===== src/hw/rtl/fct_pkg.sv =====
// fct_pkg: shared types and constants of the frustum cull test
// plane layout, primitive codes, reset planes and pipeline advance struct
// no dependencies
`default_nettype none

package fct_pkg;

  localparam int NUM_PLANES      = 6;
  localparam int CFG_IDX_W       = 3;
  localparam int CFG_DATA_W      = 64;
  localparam int NORM_W          = 16;
  localparam int OFS_W           = 16;
  localparam int FRAC_SHIFT      = 14;
  localparam int COORD_WIDTH_DEF = 16;
  localparam int CMD_W           = 2;

  typedef enum logic [CMD_W-1:0] {
    CMD_POINT  = 2'd0,
    CMD_SPHERE = 2'd1,
    CMD_BOX    = 2'd2,
    CMD_NONE   = 2'd3
  } cmd_e;

  // packed high to low: nx, ny, nz (Q1.14), d (Q8.8)
  typedef struct packed {
    logic signed [NORM_W-1:0] nx;
    logic signed [NORM_W-1:0] ny;
    logic signed [NORM_W-1:0] nz;
    logic signed [OFS_W-1:0]  d;
  } plane_t;

  typedef struct packed {
    logic s1;
    logic s2;
    logic s3;
  } pipe_adv_t;

  localparam logic [NUM_PLANES-1:0][CFG_DATA_W-1:0] PLANE_RST = {
    64'h0000_0000_C000_0100,
    64'h0000_0000_4000_0100,
    64'h0000_C000_0000_0100,
    64'h0000_4000_0000_0100,
    64'hC000_0000_0000_0100,
    64'h4000_0000_0000_0100
  };

endpackage

`default_nettype wire


===== src/hw/rtl/fct_plane_eval.sv =====
// fct_plane_eval: signed distance of the chosen vertex to one plane
// stage 1 vertex select and products, stage 2 sum with scaled offset; depends on fct_pkg
`default_nettype none

module fct_plane_eval
  import fct_pkg::*;
#(
  parameter int CoordW = COORD_WIDTH_DEF,
  parameter int SumW   = ((CoordW > OFS_W) ? CoordW : OFS_W) + 19
) (
  input  wire logic                           clk_i,
  input  wire pipe_adv_t                      adv_i,
  input  wire plane_t                         plane_i,
  input  wire logic                           is_box_i,
  input  wire logic [2:0][CoordW-1:0]         lo_i,
  input  wire logic [2:0][CoordW-1:0]         hi_i,
  output logic signed [SumW-1:0]              dist_o
);

  localparam int ProdW = NORM_W + CoordW;

  logic signed [NORM_W-1:0] nrm [3];
  logic [CoordW-1:0]        pick [3];
  logic signed [ProdW-1:0]  n_ext [3];
  logic signed [ProdW-1:0]  p_ext [3];
  logic signed [ProdW-1:0]  prod_d [3];
  logic signed [ProdW-1:0]  prod_q [3];
  logic signed [SumW-1:0]   dist_d;
  logic signed [SumW-1:0]   dist_q;
  logic signed [OFS_W-1:0]  ofs_q;

  assign nrm[0] = plane_i.nx;
  assign nrm[1] = plane_i.ny;
  assign nrm[2] = plane_i.nz;

  // positive vertex of a box: max corner where the normal component is not negative; other primitives use lo
  always_comb begin
    for (int a = 0; a < 3; a++) begin
      pick[a]   = (is_box_i && !nrm[a][NORM_W-1]) ? hi_i[a] : lo_i[a];
      n_ext[a]  = ProdW'(nrm[a]);
      p_ext[a]  = ProdW'($signed(pick[a]));
      prod_d[a] = n_ext[a] * p_ext[a];
    end
  end

  always_ff @(posedge clk_i) begin
    if (adv_i.s1) begin
      prod_q <= prod_d;
      ofs_q  <= plane_i.d;
    end
  end

  always_comb begin
    dist_d = SumW'(prod_q[0]) + SumW'(prod_q[1]) + SumW'(prod_q[2])
           + (SumW'(ofs_q) <<< FRAC_SHIFT);
  end

  always_ff @(posedge clk_i) begin
    if (adv_i.s2) begin
      dist_q <= dist_d;
    end
  end

  assign dist_o = dist_q;

endmodule

`default_nettype wire


===== config.mk =====
export PLATFORM = sky130hd
export DESIGN_NAME = fct_plane_eval
export DESIGN_NICKNAME = d
export VERILOG_FILES = /design/src/hw/rtl/fct_pkg.sv /design/src/hw/rtl/fct_plane_eval.sv
export SDC_FILE = /design/constraint.sdc
export NUM_CORES = 2
export LEC_CHECK = 0
export BUFFER_PORTS_ARGS = -buffer_cell sky130_fd_sc_hd__buf_2
export CAP_MARGIN = 30
export CORE_ASPECT_RATIO = 1.25
export CORE_MARGIN = 10
export CORE_UTILIZATION = 65
export DETAILED_ROUTE_END_ITERATION = 12
export PLACE_DENSITY = 0.92
export SETUP_SLACK_MARGIN = 0.2
export SYNTH_ARGS = -nofsm -noshare
export SYNTH_HDL_FRONTEND = slang
export SYNTH_SLANG_ARGS = --single-unit

===== constraint.sdc =====
create_clock -name clk_i -period 21.5 [get_ports clk_i]
set_clock_uncertainty 0.2 [all_clocks]
set_input_delay 1.075 -clock clk_i [delete_from_list [all_inputs] [get_ports clk_i]]
set_output_delay 1.075 -clock clk_i [all_outputs]
set_load 0.02 [all_outputs]

==> summary.txt <==
Timing
  • Fmax achieved: 121 MHz
  • Hold Fails Final Rpt: 0
  • Final Hold Slack: 589 ps
  • Final Max Tran Viols: 0
  • Final worst-path setup slack: 13230 ps
  • Worst slew pin tran: 1070 ps
  • Clock period minus worst slack: 8270 ps
  • Period utilization: 38.5%
  • Max_slew headroom: 27.5%
  • RSZ-0062 raised after global routing: no
  • Setup_tns: 0 ps
  • Finish-stage setup viols: 0

Clock network
  • Post CTS Setup Buffer Count: 0
  • Resized cells post-CTS: 0
  • Clock Latency Late Sink: 440 ps
  • Clock Tree Buf Depth: 2
  • Post-CTS Hold Fix Bufs: 0
  • CTS tree: yes
  • CTS Buf Count: 17
  • CTS root buffer: clkbuf_16
  • Clk sinks: 147
  • Clock-pin slew on the worst setup and hold paths: 70 ps
  • H-tree levels: 4

Global route
  • Initial antenna violation count: 1
  • Vias in the first global route: 31200
  • Largest net degree at the start of global routing: 59
  • GRT Util Overall: 28.0%
  • First-pass GRT wire length: 153000 um
  • GRT overflow: 0

Drt
  • First-pass DRT Iterations: 7
  • WL/cell: 19.9 um
  • Via count of the routed design: 27600
  • Iteration-0 DRC Markers: 2210
  • Drt via density: 5.91
  • ANT nets after route: 0
  • Routed wire length: 93100 um
  • DRC: 0

Synth
  • Sequential share of the synthesized area: 11.7%
  • Post-Syn Area per Cell: 9.93 um2
  • Top-count cell post-synth: inv_1
  • Syn_nets: 5079
  • Top-area cell type share of the netlist area: 44.7%
  • Post-synth ARST share: 0%
  • Post-synth top cells: inv_1 (885), fa_1 (838), nand2_1 (386)
  • Synth Instances: 3785
  • Yosys warnings: 0
  • Top cells by area, synth: fa_1 (45%), edfxtp_1 (12%), ha_1 (9.7%)
  • Leading area contributor after synthesis: fa_1
  • Post-synth EDFFs: 147
  • Synthesis-stage register bit count: 147
  • Main flop type after synthesis: edfxtp_1
  • Synth Cell Area: 37600 um2
  • Count of cell types in the netlist: 74

Final layout
  • Fillers: 3725
  • Fin util: 69.5%
  • Nets: 5198
  • Area Growth Syn to Fin: 5.92%
  • Seq. cell area: 4410 um2
  • Share of layout cells above drive strength 1: 8.58%
  • Area of the multi-input gates: 29400 um2

Worst setup path
  • Most used cell, CP: fa_1
  • Buf/Inv on CP: 6
  • Setup crit start kind: input pin
  • CP peak stage delay: 920 ps
  • Req. time, crit path: 21490 ps
  • CP Capture Type: flop
  • Worst EP arrival: 8260 ps
  • Worst path slowest cell: mux2i_2
  • Crit-path leading delay family: adder cells
  • Crit-path max FO: 16
  • CP Class: in2reg
  • Worst path cell trace: buf_2, nor2b_1, buf_4, mux2i_2, nor2b_1, fa_1, inv_1, fa_1, fa_1, inv_1, fa_1, fa_1, inv_1, fa_1, inv_1, ha_1, nand4_1, nor2_1, o211ai_1, a211oi_1, nor2_1, o2111ai_1, a21oi_1, xnor2_1

Placement
  • RD Place Congestion: 0.929
  • Hpwl dp: 75500 um
  • Place WS: 12890 ps
  • I/O Buffers: 198

Die
  • Top Ports: 200
  • Starting Density: 65.6%
  • FP Rows: 98
  • Die H: 289 um
  • Core Region: 57300 um2
  • Die ar.: 67900 um2
  • Die Wd: 235 um

Min path
  • Hold/Removal Path Class: reg2reg

Status
  • Outcome: finished clean

Job
  • Total of max-cap violations: 0
## cells by family (layout without fill, tap and decap cells)
family,Yosys count,in the layout,synth area share [%]
fa+ha+maj,1129,1129,54.3
other cells,0,2,0
flops,147,147,11.7
buf+inv,1001,1133,10.1
xor+xnor,117,117,2.73
simple gates,1017,1017,13.6
mux,55,55,1.58
compound gates,319,319,5.92
## final timing paths
kind / startpoint / endpoint / slack (ps) / depth (start not counted)
min: prod_q[33]$_DFFE_PP_ / dist_o[1]$_DFFE_PP_ / 590 / 2
max: is_box_i / prod_q[31]$_DFFE_PP_ / 13230 / 24
max reg2reg: prod_q[18]$_DFFE_PP_ / dist_o[25]$_DFFE_PP_ / 17260 / 11
min reg2reg: prod_q[33]$_DFFE_PP_ / dist_o[1]$_DFFE_PP_ / 590 / 2
## cells in the final DEF (no fill, tap or decap), drive strengths merged, types with 4 or more instances in the layout
cell type	instances
a211oi	26
a21boi	7
a21o	38
a21oi	94
a311oi	7
a31o	5
a31oi	7
and2	190
and3	14
buf	216
clkbuf	17
edfxtp	147
fa	838
ha	291
inv	894
mux2	35
mux2i	20
nand2	386
nand2b	33
nand3	26
nand4	9
nor2	106
nor2b	192
nor3	21
nor3b	6
nor4	4
o2111ai	5
o211ai	13
o21a	14
o21ai	59
o21bai	12
o221ai	4
or2	17
or3	6
xnor2	88
xor2	29
## layer usage
metal	up-vias	track usage [%]	routed length (um)
met2	1557	49.0	47600
met5	-	0	0
met1	13800	31.2	30700
met4	0	17.6	6420
li1	11700	-	-
met3	462	5.41	8340
## worst min-delay path, stage by stage (launching register included)
cell,delay (ps)
edfxtp_1,360
fa_1,200
ha_1,130
## stage by stage
| step | instances | area, um2 |
|---|---|---|
| detailed placement | 4634 | 39200 |
| global route | 4667 | 39800 |
| floorplan | 3785 | 37600 |
| global placement | 4634 | 39200 |
| CTS | 4666 | 39800 |
| finish | 4669 | 39800 |
## state kept, by name (all words and copies together) (netlist names)
signal,flops
ofs_q,16
prod_q,96
dist_o,35
## layout make-up
type / count / share of cell area [%]
multi-input cells: 2637 / 73.9
clock buffers: 17 / 1.07
diodes: 2 / 0.0126
repair buffers: 216 / 2.85
flip-flops and latches: 147 / 11.1
clock inverters: 15 / 0.409
inverters: 885 / 8.35
well taps: 750 / 2.36
Power is left out: the tool's default activity adds up to more than one toggle a clock period on the data nets, which glitch-free logic cannot reach.
